===== config.mk =====
export PLATFORM = sky130hd
export DESIGN_NAME = rle_alpha_sprite_line_blender
export DESIGN_NICKNAME = d
export VERILOG_FILES = /design/src/rtl/rasb_pkg.sv /design/src/rtl/rle_alpha_sprite_line_blender.sv /design/src/rtl/rasb_fifo.sv /design/src/rtl/rasb_front.sv /design/src/rtl/rasb_back.sv
export SDC_FILE = /design/constraint.sdc
export NUM_CORES = 1
export LEC_CHECK = 0
export BUFFER_PORTS_ARGS = -buffer_cell sky130_fd_sc_hd__buf_2
export CAP_MARGIN = 20
export CORE_MARGIN = 5
export CORE_UTILIZATION = 30
export DETAILED_ROUTE_END_ITERATION = 12
export GPL_TIMING_DRIVEN = 0
export SYNTH_ARGS = -nofsm -noshare
export SYNTH_HDL_FRONTEND = slang
export SYNTH_SLANG_ARGS = --single-unit

===== constraint.sdc =====
create_clock -name clk -period 10.5 [get_ports clk]
set_clock_uncertainty 0.15 [all_clocks]
set_input_delay 1.05 -clock clk [delete_from_list [all_inputs] [get_ports clk]]
set_output_delay 1.05 -clock clk [all_outputs]
set_load 0.02 [all_outputs]

===== src/rtl/rasb_pkg.sv =====
// Shared types and constants for the run-length alpha sprite line blender.
package rasb_pkg;

  localparam int unsigned WordW   = 16;
  localparam int unsigned WidthW  = 12;
  localparam int unsigned RemW    = 17;
  localparam int unsigned WeightW = 5;
  localparam int unsigned LenW    = 8;
  localparam int unsigned ChW     = 5;

  localparam logic [WeightW-1:0] SkipWeight = 5'd31;
  localparam logic [WidthW-1:0]  WidthReset = 12'd256;

  typedef enum logic [1:0] {
    ACT_NONE  = 2'd0,
    ACT_WRITE = 2'd1,
    ACT_SKIP  = 2'd2
  } action_t;

  typedef struct packed {
    logic [WordW-1:0] stream_word;
    logic [WordW-1:0] dest_pixel;
  } in_req_t;

  typedef struct packed {
    action_t          action;
    logic [WordW-1:0] pixel_out;
    logic [LenW-1:0]  skip_length;
    logic             line_end;
    logic [WordW-1:0] line_words;
  } out_req_t;

  // classified request passed from front to back
  typedef struct packed {
    action_t            action;
    logic [WeightW-1:0] weight;
    logic [WordW-1:0]   src;
    logic [WordW-1:0]   dest;
    logic [LenW-1:0]    skip_length;
    logic               line_end;
    logic [WordW-1:0]   line_words;
  } cmd_t;

endpackage


===== src/rtl/rle_alpha_sprite_line_blender.sv =====
// Top level: run-length sprite line decoder with alpha blend onto RGB555.
// Path: accepted requests are written to the mid queue, pass the combinational back end and enter the output queue.
// Throughput: one stream word per cycle while in_full is low; the front state update is a registered feedback loop.
// Mid and output queues hold MID_DEPTH + OUT_DEPTH requests (four by default) while results wait.
// Reset (rst_n low, synchronous): queues empty, line state rearmed, line_width = 256.
module rle_alpha_sprite_line_blender import rasb_pkg::*; #(
  parameter int unsigned MID_DEPTH = 2,
  parameter int unsigned OUT_DEPTH = 2
) (
  input  logic              clk,
  input  logic              rst_n,
  input  logic              cfg_we,
  input  logic [WidthW-1:0] cfg_data,
  input  logic              in_push,
  input  in_req_t           in_data,
  output logic              in_full,
  output logic              out_empty,
  input  logic              out_pop,
  output out_req_t          out_data
);

  logic     in_acc;
  cmd_t     front_cmd;
  cmd_t     mid_cmd;
  logic     mid_empty;
  logic     res_full;
  out_req_t back_res;

  assign in_acc = in_push && !in_full;

  rasb_front u_front (
    .clk       (clk),
    .rst_n     (rst_n),
    .cfg_we    (cfg_we),
    .cfg_data  (cfg_data),
    .req_valid (in_acc),
    .req       (in_data),
    .cmd       (front_cmd)
  );

  rasb_fifo #(.T(cmd_t), .DEPTH(MID_DEPTH)) u_mid_q (
    .clk       (clk),
    .rst_n     (rst_n),
    .push      (in_acc),
    .push_data (front_cmd),
    .full      (in_full),
    .pop       (!res_full),
    .pop_data  (mid_cmd),
    .empty     (mid_empty)
  );

  rasb_back u_back (
    .cmd (mid_cmd),
    .res (back_res)
  );

  rasb_fifo #(.T(out_req_t), .DEPTH(OUT_DEPTH)) u_out_q (
    .clk       (clk),
    .rst_n     (rst_n),
    .push      (!mid_empty),
    .push_data (back_res),
    .full      (res_full),
    .pop       (out_pop),
    .pop_data  (out_data),
    .empty     (out_empty)
  );

endmodule


===== src/rtl/rasb_fifo.sv =====
// Small register-based FIFO used between the stages and at the result side.
module rasb_fifo import rasb_pkg::*; #(
  parameter type         T     = logic,
  parameter int unsigned DEPTH = 2
) (
  input  logic clk,
  input  logic rst_n,
  input  logic push,
  input  T     push_data,
  output logic full,
  input  logic pop,
  output T     pop_data,
  output logic empty
);

  localparam int unsigned AW = (DEPTH > 1) ? $clog2(DEPTH) : 1;
  localparam int unsigned CW = $clog2(DEPTH + 1);
  localparam logic [AW-1:0] LastIdx = AW'(DEPTH - 1);
  localparam logic [CW-1:0] FullCnt = CW'(DEPTH);

  T              mem_r [DEPTH];
  logic [AW-1:0] wptr_r, wptr_nxt;
  logic [AW-1:0] rptr_r, rptr_nxt;
  logic [CW-1:0] cnt_r, cnt_nxt;
  logic          do_push, do_pop;

  assign full     = (cnt_r == FullCnt);
  assign empty    = (cnt_r == '0);
  assign do_push  = push && !full;
  assign do_pop   = pop && !empty;
  assign pop_data = mem_r[rptr_r];

  always_comb begin
    wptr_nxt = wptr_r;
    rptr_nxt = rptr_r;
    cnt_nxt  = cnt_r;
    if (do_push) begin
      wptr_nxt = (wptr_r == LastIdx) ? '0 : wptr_r + 1'b1;
    end
    if (do_pop) begin
      rptr_nxt = (rptr_r == LastIdx) ? '0 : rptr_r + 1'b1;
    end
    if (do_push && !do_pop) begin
      cnt_nxt = cnt_r + 1'b1;
    end else if (do_pop && !do_push) begin
      cnt_nxt = cnt_r - 1'b1;
    end
  end

  always_ff @(posedge clk) begin
    if (!rst_n) begin
      wptr_r <= '0;
      rptr_r <= '0;
      cnt_r  <= '0;
    end else begin
      wptr_r <= wptr_nxt;
      rptr_r <= rptr_nxt;
      cnt_r  <= cnt_nxt;
    end
  end

  always_ff @(posedge clk) begin
    if (do_push) begin
      mem_r[wptr_r] <= push_data;
    end
  end

endmodule


===== src/rtl/rasb_front.sv =====
// Front end: run/line state tracking and classification of each stream word.
module rasb_front import rasb_pkg::*; (
  input  logic              clk,
  input  logic              rst_n,
  input  logic              cfg_we,
  input  logic [WidthW-1:0] cfg_data,
  input  logic              req_valid,
  input  in_req_t           req,
  output cmd_t              cmd
);

  logic                    expect_hdr_r, expect_hdr_nxt;
  logic [WeightW-1:0]      weight_r, weight_nxt;
  logic [LenW-1:0]         run_rem_r, run_rem_nxt;
  logic signed [RemW-1:0]  width_rem_r, width_rem_nxt;
  logic [WordW-1:0]        word_cnt_r, word_cnt_nxt;
  logic [WidthW-1:0]       line_width_r, line_width_nxt;

  logic [LenW-1:0]         hdr_len;
  logic [WeightW-1:0]      hdr_weight;
  logic signed [RemW-1:0]  width_after;
  logic [LenW-1:0]         run_dec;
  logic [WordW-1:0]        cnt_inc;
  logic                    line_done;

  assign hdr_len     = req.stream_word[15:8];
  // weights above 31 saturate to the skip code
  assign hdr_weight  = (req.stream_word[7:0] > {3'b000, SkipWeight}) ? SkipWeight
                                                                      : req.stream_word[4:0];
  assign width_after = width_rem_r - $signed({{(RemW-LenW){1'b0}}, hdr_len});
  assign run_dec     = run_rem_r - 1'b1;
  assign cnt_inc     = word_cnt_r + 1'b1;

  always_comb begin
    cmd             = '0;
    cmd.action      = ACT_NONE;
    cmd.src         = req.stream_word;
    cmd.dest        = req.dest_pixel;
    cmd.weight      = weight_r;
    cmd.line_words  = cnt_inc;
    expect_hdr_nxt  = expect_hdr_r;
    weight_nxt      = weight_r;
    run_rem_nxt     = run_rem_r;
    width_rem_nxt   = width_rem_r;
    word_cnt_nxt    = word_cnt_r;
    line_width_nxt  = line_width_r;
    line_done       = 1'b0;

    if (req_valid) begin
      word_cnt_nxt = cnt_inc;
      if (expect_hdr_r) begin
        width_rem_nxt = width_after;
        if (hdr_weight == SkipWeight) begin
          cmd.action      = ACT_SKIP;
          cmd.skip_length = hdr_len;
          line_done       = (width_after <= 0);
        end else if (hdr_len == '0) begin
          line_done       = (width_after <= 0);
        end else begin
          expect_hdr_nxt  = 1'b0;
          weight_nxt      = hdr_weight;
          run_rem_nxt     = hdr_len;
        end
      end else begin
        cmd.action  = ACT_WRITE;
        run_rem_nxt = run_dec;
        if (run_dec == '0) begin
          expect_hdr_nxt = 1'b1;
          line_done      = (width_rem_r <= 0);
        end
      end
      cmd.line_end = line_done;
      if (line_done) begin
        expect_hdr_nxt = 1'b1;
        weight_nxt     = '0;
        run_rem_nxt    = '0;
        width_rem_nxt  = $signed({{(RemW-WidthW){1'b0}}, line_width_r});
        word_cnt_nxt   = '0;
      end
    end
    if (cfg_we) begin
      line_width_nxt = cfg_data;
      // a new width applies at once only before the line's first word
      if (!req_valid && expect_hdr_r && word_cnt_r == '0) begin
        width_rem_nxt = $signed({{(RemW-WidthW){1'b0}}, cfg_data});
      end
    end
  end

  always_ff @(posedge clk) begin
    if (!rst_n) begin
      expect_hdr_r <= 1'b1;
      weight_r     <= '0;
      run_rem_r    <= '0;
      width_rem_r  <= $signed({{(RemW-WidthW){1'b0}}, WidthReset});
      word_cnt_r   <= '0;
      line_width_r <= WidthReset;
    end else begin
      expect_hdr_r <= expect_hdr_nxt;
      weight_r     <= weight_nxt;
      run_rem_r    <= run_rem_nxt;
      width_rem_r  <= width_rem_nxt;
      word_cnt_r   <= word_cnt_nxt;
      line_width_r <= line_width_nxt;
    end
  end

endmodule


===== src/rtl/rasb_back.sv =====
// Back end: per-channel premultiplied alpha blend and result formatting.
module rasb_back import rasb_pkg::*; (
  input  cmd_t     cmd,
  output out_req_t res
);

  logic [ChW-1:0]     dst_r5, dst_g5, dst_b5;
  logic [2*ChW-1:0]   prod_r, prod_g, prod_b;
  logic [WordW-1:0]   blended;

  assign dst_r5 = cmd.dest[4:0];
  assign dst_g5 = cmd.dest[9:5];
  assign dst_b5 = cmd.dest[14:10];

  assign prod_r = cmd.weight * dst_r5;
  assign prod_g = cmd.weight * dst_g5;
  assign prod_b = cmd.weight * dst_b5;

  // floor(w*c/32) per channel, shifted into place; carries wrap at 16 bits
  assign blended = cmd.src
                 + {11'd0, prod_r[9:5]}
                 + {6'd0, prod_g[9:5], 5'd0}
                 + {1'b0, prod_b[9:5], 10'd0};

  always_comb begin
    res             = '0;
    res.action      = cmd.action;
    res.skip_length = cmd.skip_length;
    res.line_end    = cmd.line_end;
    res.line_words  = cmd.line_words;
    case (cmd.action)
      ACT_WRITE: res.pixel_out = (cmd.weight <= 5'd1) ? cmd.src : blended;
      default:   res.pixel_out = '0;
    endcase
  end

endmodule


---- After elaboration in Yosys (flattened, before gate mapping) ----
Memory sizes are Yosys's and may differ from the RTL's. A register that Yosys moved wholly into a read port is not among the register bits.
Cells that the tools add are included.
word-level totals
  register bits after elaboration ......... 67
  memory bits (writable) .................. 214
  bits of input ports ..................... 49
  word-level logic and storage cells ...... 120
  memories ................................ 2
memory list
  memory         depth  width  rd ports  clocked after Yosys merged registers in  wr ports  line             RTL
  u_mid_q.mem_r  2      64     1         1                                        1         rasb_fifo.sv:21  T mem_r [DEPTH];
  u_out_q.mem_r  2      43     1         1                                        1         rasb_fifo.sv:21
operators by class
  $add $sub $neg .......................... 14
  multipliers ............................. 3
  order comparisons ....................... 4
  equal/unequal tests ..................... 8
  muxes and demuxes ....................... 49
  reduce and logical (&&, ||, !) cells .... 28
operator list
  kind                                                                     count
  17-bit two-way mux                                                       5
  16-bit two-way mux                                                       3
  8-bit two-way mux                                                        6
  17-bit by 1-bit <= comparator with 1-bit output (second input constant)  2
  5-bit by 5-bit multiplier with 10-bit output                             3
  5-bit two-way mux                                                        5
  1-bit two-way mux                                                        22
  17-bit by 9-bit subtractor with 17-bit output                            1
  16-bit by 1-bit adder with 16-bit output (second input constant)         1
  16-bit by 10-bit adder with 16-bit output                                1
  16-bit by 15-bit adder with 16-bit output                                1
  16-bit by 5-bit adder with 16-bit output                                 1
  16-bit logical NOT                                                       1
  8-bit logical NOT                                                        2
  2-bit two-way mux                                                        7
  1-bit logical AND                                                        10
  9-bit two-way mux                                                        1
  8-bit by 5-bit > comparator with 1-bit output (second input constant)    1
  1-bit logical NOT                                                        8
  8-bit by 1-bit subtractor with 8-bit output (second input constant)      1
  3-bit inequality test (second input constant)                            2
  2-bit nonzero test                                                       3
  5-bit == test (second input constant)                                    1
  5-bit by 1-bit <= comparator with 1-bit output (second input constant)   1
  9 further kinds                                                          17

---- Logic depth before layout (Yosys ltp) ----
Gate-level depths: netlist (run 1).
  depth in word-level cells ............... 10
  mapped depth ............................ 30
  gate-level depth less buffers ........... 26

---- Modules after synthesis ----
Synthesis (run 1) repeated with hierarchy kept, for this count alone.
unflattened totals
  cells, all modules ...................... 1,363
  area, all modules ....................... 15,737.6 um^2
by module, submodules not included
  module                         times used  cells an instance  area each (um^2)  sequential area each (um^2)
  rasb_fifo at u_mid_q           1           224                4,870.9           3,943.8
  rasb_front                     1           557                4,299.1           1,181.1
  rasb_fifo at u_out_q           1           159                3,335.7           2,682.6
  rasb_back                      1           420                3,210.6           0.0
  rle_alpha_sprite_line_blender  1           3                  21.3              0.0

---- Worst setup path after synthesis (run 1) ----
No wires, ideal clock.
  kind .................................... reg-to-reg
  start point ............................. reg (tool-made name)
  end point ............................... mem u_out_q.mem_r[0][38] in the netlist's numbering (data pin)
  library setup time ...................... 278 ps
  arrival ................................. 6,867 ps
  data required time ...................... 10,072 ps
  setup slack ............................. 3,205 ps
  stages on the path, launching flop included .. 29
  buffers on the path ..................... 4
  period minus slack after synthesis ...... 7,295 ps
  cells stage by stage .................... dfxtp_1 > clkbuf_1 > buf_2 > buf_1 > clkbuf_1 > mux2i_1 > or2_2 > fa_1 > fa_1 > fa_1 > inv_1 > ha_1 > a21o_1 > a21oi_1 > o21bai_1 > a21oi_1 > nor2b_1 > nor2_1 > xnor2_1 > ha_1 > nor3_1 > nor2_1 > a31oi_1 > nor2b_1 > o21a_1 > o41a_1 > a311o_1 > nand3_1 > o31ai_1
RTL lines
  item           line
  end, declared  rasb_fifo.sv:21

==> impl_metrics.ini, run 1 <==
[timing]
finalSetupTns_ps = 0
timing_max_transition_violations_final = 0
grt_setup_unrepaired = no
period_minus_slack_ps = 9030
tightest_slew_ps = 983
final_setup_violations = 0
relSlewSlack_pct = 32.6
hold-worst-slack_ps = 305
post-route-worst-setup-slack_ps = 1470
final_worst_path_period_share_pct = 86.0
report.final.hold_viol_count = 0
maxClockFrequency_mhz = 111

[power_and_ir_drop]
netSwitchingPower_mw = 2.18
seqPwrFrac_pct = 28.7
powerDensity_nw_per_um2 = 326
p_int_mw = 3.41
max-vdd-ir-drop_mv = 0.177
p_leak_nw = 6.59
power.combinational.fraction_pct = 50.4
pwr-share-clk_pct = 20.9
power.switching_fraction_pct = 39.0

[place]
detailedPlace.worstSlack_ps = 1450
io_buffer_count = 91
hpwl_um = 26300
gpl.final_weighted_congestion = 0.861

[clock_network]
post_cts_resize_count = 0
cts_root_buffer = clkbuf_16
ctsHoldBuffers = 0
cts_made_buffers = 31
tritoncts_clock_tree = done
clk-insertion-delay-late_ps = 570
cts.clk_slew.worst_paths_ps = 60
numClockSinks = 281
cts.path.max_buffers = 3
number_of_buffers_added_for_setup_after_cts = 0
cts.htree.levels = 1

[final_layout]
fraction_of_layout_instances_using_a_drive_strength_above_1_pct = 20.5
layout.cells.most_common_list = 212 x edfxtp_1, 103 x nor2_1, 96 x buf_2, 96 x mux2_2, 84 x nand2_1
areaGrowthSynthToFinish_pct = 17.0
nNetsFinal = 1525
final_core_occ_pct = 35.3
seqCellArea_um2 = 7750
multi_input_comb_area_um2 = 6490
final_common_cell = edfxtp_1
nFillCells = 4845
antenna_cells_inserted = 0

[yosys]
synth_seq_cells = 281
netlist_instances = 1242
syn-mean-instance-area_um2 = 11.8
yosysUniqueCellTypes = 67
synth_top_cells_by_area = edfxtp_1 43%, dfxtp_1 9.4%, mux2_2 7.4%
synthArstFlopShare_pct = 0
yosysTopAreaCell = edfxtp_1
synth_nets = 1395
ys_seq_area_share_pct = 52.8
synth_flop_cell = edfxtp_1
synth_top_area_share_pct = 43.4
synth_edf_count = 212
yosysWarningCount = 0
synth_area_um2 = 14700

[grt]
gr-total-overflow = 0
grt_usage_pct = 12.8
first_global_vias = 9733
antenna_found_initial = 0
maximum_number_of_pins_on_one_net_before_global_route_repair = 35
grt_pass1_wl_um = 54800

[floorplanning]
initial_utilization_pct = 30.2
row_count = 81
die_height_um = 231
core-area_um2 = 48600
dieArea_um2 = 53500
design.portCount = 94
chipWidth_um = 231

[min_path]
hold_path_startpoint = u_front.weight_r[1]$_SDFFE_PN0P_
min_delay_worst_endpoint = u_mid_q.mem_r[0][58]$_DFFE_PP_
hold_path_class = flop to flop
number_of_cells_on_the_worst_hold_path = 0

[worst_setup_path]
timing.reg2reg.setup_slack_ps = 1470
worst_setup_path_start_kind = flop
arrival_ps = 9250
crit_required_ps = 10720
critical_path.reg2reg.endpoint = u_out_q.mem_r[0][39]$_DFFE_PP_
critPathMaxFanout = 10
endpoint_kind = flop
worst_setup_path_class = flop to flop
timing.reg2reg.worst_path_depth = 27

[status]
outcome = finished, final reports clean

[flow_run]
max_capacitance_violation_total = 0

[drt]
initial_drc_count = 609
drt_pass1_iterations = 5
routed_via_density = 4.85
route.final.wire_length_um = 35300
antenna_left = 0
detail_route.drc_violations = 0
post_drt_wl_per_cell_um = 17.5
route.vias.total = 9790
==> kinds of logic after synthesis <==
kind of cell | count (synthesis) | share of synthesized area, %
multiplexers | 129 | 9.61
flip-flops | 281 | 52.8
buffers and inverters | 118 | 3.19
XOR/XNOR | 53 | 3.16
AO/OA/AOI/OAI | 186 | 8.65
AND/OR/NAND/NOR | 371 | 12.4
adder cells (fa/ha/maj) | 104 | 10.2
==> registers in the layout, indices dropped and copies added, names as in the netlist, named ones only <==
name and count:
u_mid_q.cnt_r 2, u_front.word_cnt_r 16, u_out_q.mem_r 86, u_out_q.wptr_r 1, u_front.weight_r 5, u_front.line_width_r 12, u_mid_q.rptr_r 1, u_out_q.rptr_r 1
u_front.run_rem_r 8, u_front.expect_hdr_r 1, u_out_q.cnt_r 2, u_mid_q.wptr_r 1, u_mid_q.mem_r 126, u_front.width_rem_r 17
==> how the worst max path moves through the flow <==
stage | end | slack, ps | depth (start not counted)
after global routing | u_out_q.mem_r[0][39]$_DFFE_PP_ | 910 | 27
after global placement | u_out_q.mem_r[0][39]$_DFFE_PP_ | 1510 | 28
after floorplan | u_out_q.mem_r[0][38]$_DFFE_PP_ | 3210 | 28
after detailed placement | u_out_q.mem_r[0][39]$_DFFE_PP_ | 1450 | 27
final | u_out_q.mem_r[0][39]$_DFFE_PP_ | 1470 | 27
after CTS | u_out_q.mem_r[0][39]$_DFFE_PP_ | 1410 | 27
==> critical path, cell delays in order, from the launching register on <==
cell and delay [ps]:
dfxtp_1 300, clkbuf_1 510, buf_2 430, buf_1 630, clkbuf_1 740, mux2i_1 320
or2_2 370, fa_1 510, fa_1 530, fa_1 540, inv_1 40, ha_1 270
a21o_1 180, a21oi_1 260, o21bai_1 140, a21oi_1 240, xnor2_1 200, ha_1 310
a21oi_1 190, a21boi_0 130, o21a_1 180, o21ai_0 370, a21oi_1 160, a41o_1 300
o41ai_1 330, xnor2_1 170, nand2_1 70, a21oi_1 250
==> layer usage <==
metal / wire length [µm] / GRT usage, % / share of wire, %
met5: 0 / 0 / 0
met2: 17400 / 22.9 / 49
met4: 702 / 2.49 / 2.0
met1: 15700 / 16.6 / 45
met3: 1440 / 2.12 / 4.1
==> layout make-up <==
| cell class | instances | area share [%] |
|---|---|---|
| sequential | 281 | 45.1 |
| multi-input combinational | 843 | 37.8 |
| clock buffer | 36 | 4.74 |
| tap | 622 | 4.53 |
| timing repair buffer | 97 | 3.44 |
| clock inverter | 21 | 1.68 |
| inverter | 67 | 1.46 |
| buffer | 51 | 1.26 |
==> stage by stage <==
stage / power (mW) / cells / area (µm²)
6_report: 5.59 / 2018 / 17200
5_1_grt: 6.03 / 2018 / 17200
4_1_cts: 5.67 / 2018 / 17200
3_5_place_dp: 4.48 / 1961 / 16100
3_3_place_gp: 4.39 / 1955 / 15900
2_1_floorplan: 3.71 / 1242 / 14700
==> synthesized netlist by cell type, types with 5 or more instances <==
cell type	count
buf_2	5
a31oi_1	5
nor4_1	9
xnor2_1	35
fa_1	26
nand2b_1	14
mux2_2	96
a41oi_1	5
o21a_1	6
nand4_1	6
xor2_1	18
dfxtp_1	69
nor3_1	29
nand2_1	84
a22oi_1	17
or2_2	16
a21boi_0	12
nor2_1	105
ha_1	78
o21ai_0	46
inv_1	67
and2_1	13
mux2i_1	33
nor2b_1	35
a21oi_1	37
a21o_1	6
a211oi_1	12
nand3_1	24
and3_1	8
or3_1	8
nand3b_1	6
edfxtp_1	212
clkbuf_1	39
==> power groups by stage <==
stage / registers [mW] / logic (mW) / clock network [mW]
3_5_place_dp: 1.63 / 2.85 / 0
5_1_grt: 1.63 / 3.16 / 1.25
4_1_cts: 1.61 / 2.87 / 1.20
3_3_place_gp: 1.65 / 2.74 / 0
2_1_floorplan: 1.62 / 2.09 / 0
6_report: 1.61 / 2.82 / 1.17
No activity file was read; power rests on OpenSTA's default activity.
==> run 2, diff against run 1 <==
Settings changed: SYNTH_HIERARCHICAL set to 1.
==> impl_metrics.ini, run 2 <==
[status]
outcome = finished, final reports clean

[min_path]
hold_path_class = flop to flop
min_delay_worst_endpoint = u_mid_q/mem_r[1][58]$_DFFE_PP_
number_of_cells_on_the_worst_hold_path = 0
hold_path_startpoint = u_front/weight_r[1]$_SDFFE_PN0P_

[yosys]
netlist_instances = 1359
synth_area_um2 = 15700
syn-mean-instance-area_um2 = 11.5
yosysWarningCount = 6
synth_nets = 1512

[final_layout]
multi_input_comb_area_um2 = 6900
fraction_of_layout_instances_using_a_drive_strength_above_1_pct = 22.9
layout.cells.most_common_list = 212 x edfxtp_1, 106 x mux2_2, 88 x nand2_1
largest_register = u_mid_q/mem_r
seqCellArea_um2 = 7750
largest_reg_flops = 126
nNetsFinal = 1626
final_common_cell = edfxtp_1
areaGrowthSynthToFinish_pct = 14.7
layout_top_registers = u_mid_q/mem_r: 126 flops, u_out_q/mem_r: 86 flops, u_front/width_rem_r: 17 flops
nFillCells = 5137

[worst_setup_path]
timing.reg2reg.worst_path_depth = 21
critical_path.reg2reg.endpoint = u_out_q/mem_r[0][37]$_DFFE_PP_
arrival_ps = 6980
endpoint_kind = flop
critPathMaxFanout = 10
worst_setup_path_class = flop to flop
worst_setup_path_start_kind = flop
timing.reg2reg.setup_slack_ps = 3720
crit_required_ps = 10700

[clock_network]
post_cts_resize_count = 0
number_of_buffers_added_for_setup_after_cts = 0
ctsHoldBuffers = 0
cts.clk_slew.worst_paths_ps = 60
cts_root_buffer = clkbuf_16
tritoncts_clock_tree = done
cts_made_buffers = 28
clk-insertion-delay-late_ps = 570
cts.htree.levels = 1
cts.path.max_buffers = 3
numClockSinks = 281

[timing]
final_setup_violations = 0
grt_setup_unrepaired = no
report.final.hold_viol_count = 0
hold-worst-slack_ps = 312
relSlewSlack_pct = 41.0
timing_max_transition_violations_final = 0
final_worst_path_period_share_pct = 64.6
period_minus_slack_ps = 6780
tightest_slew_ps = 882
maxClockFrequency_mhz = 147
finalSetupTns_ps = 0

[place]
io_buffer_count = 77
hpwl_um = 28000
gpl.final_weighted_congestion = 0.921

[drt]
route.final.wire_length_um = 37600
drt_pass1_iterations = 5
initial_drc_count = 641
detail_route.drc_violations = 0
antenna_left = 0
post_drt_wl_per_cell_um = 17.3
routed_via_density = 4.86
route.vias.total = 10584

[floorplanning]
core-area_um2 = 51500
dieArea_um2 = 56900
row_count = 83
die_height_um = 238
design.portCount = 94
chipWidth_um = 238
initial_utilization_pct = 30.4

[grt]
first_global_vias = 10536
grt_pass1_wl_um = 59200
maximum_number_of_pins_on_one_net_before_global_route_repair = 61
gr-total-overflow = 0
grt_usage_pct = 12.9
antenna_found_initial = 10

[flow_run]
max_capacitance_violation_total = 0
==> run 2: cell count changes in the layout (fill, tap and decap cells not counted), moves of 15 or more <==
cell	change
or2_2	-16
and2_1	+36
nor2b_1	-31
a22oi_1	-15
buf_4	+62
nor2_1	-38
a21oi_1	+26
==> run 2: through the flow <==
step           worst slack [ps]  std cells  instance area [µm²]  util [%]
6_report                   3720       2179                18000      34.9
3_5_place_dp               3660       2123                17000      33.1
3_3_place_gp               3780       2116                16900      32.8
2_1_floorplan              4690       1359                15700         -
5_1_grt                    3290       2175                17900      34.8
4_1_cts                    3620       2175                17900      34.8
==> run 2: layout make-up <==
type	instances	share of cell area (%)
clock inverter	14	0.711
tap	680	4.74
multi-input combinational	889	38.4
antenna	4	0.0557
inverter	72	1.51
buffer	117	4.23
sequential	281	43.1
clock buffer	38	4.29
timing repair buffer	84	2.90
==> run 2: metal layers <==
layer	global-route usage, %	vias up	wire (µm)
met2	20.5	233	17100
met1	17.9	5130	17300
met4	4.26	12	1080
met3	2.43	75	2000
li1	-	5134	-
met5	0	-	63
==> run 2: worst max path at each step <==
| stage | depth (start not counted) | end | slack, ps | startpoint |
|---|---|---|---|---|
| after CTS | 21 | u_out_q/mem_r[1][37]$_DFFE_PP_ | 3620 | flop |
| after global placement | 21 | u_out_q/mem_r[0][37]$_DFFE_PP_ | 3780 | flop |
| after global routing | 21 | u_out_q/mem_r[0][37]$_DFFE_PP_ | 3290 | flop |
| final | 21 | u_out_q/mem_r[0][37]$_DFFE_PP_ | 3720 | flop |
| after detailed placement | 21 | u_out_q/mem_r[1][37]$_DFFE_PP_ | 3660 | flop |
| after floorplan | 21 | u_out_q/mem_r[0][37]$_DFFE_PP_ | 4690 | flop |
==> run 2: critical path: stages, from the launching register on <==
cell,delay [ps]
dfxtp_1,300
buf_2,370
buf_6,250
mux2_2,300
clkbuf_1,440
nand2_1,140
fa_1,510
fa_1,510
fa_1,550
inv_1,40
ha_1,300
o21a_1,180
o31a_1,140
o41a_1,370
xor2_1,240
ha_1,320
a211o_1,320
o221a_2,270
o41ai_2,300
o21ai_1,120
xnor2_1,130
o21ai_0,280
Power of run 2 is not shown: default switching activity piles up to over one toggle a cycle in this logic, so the estimate is an artifact.
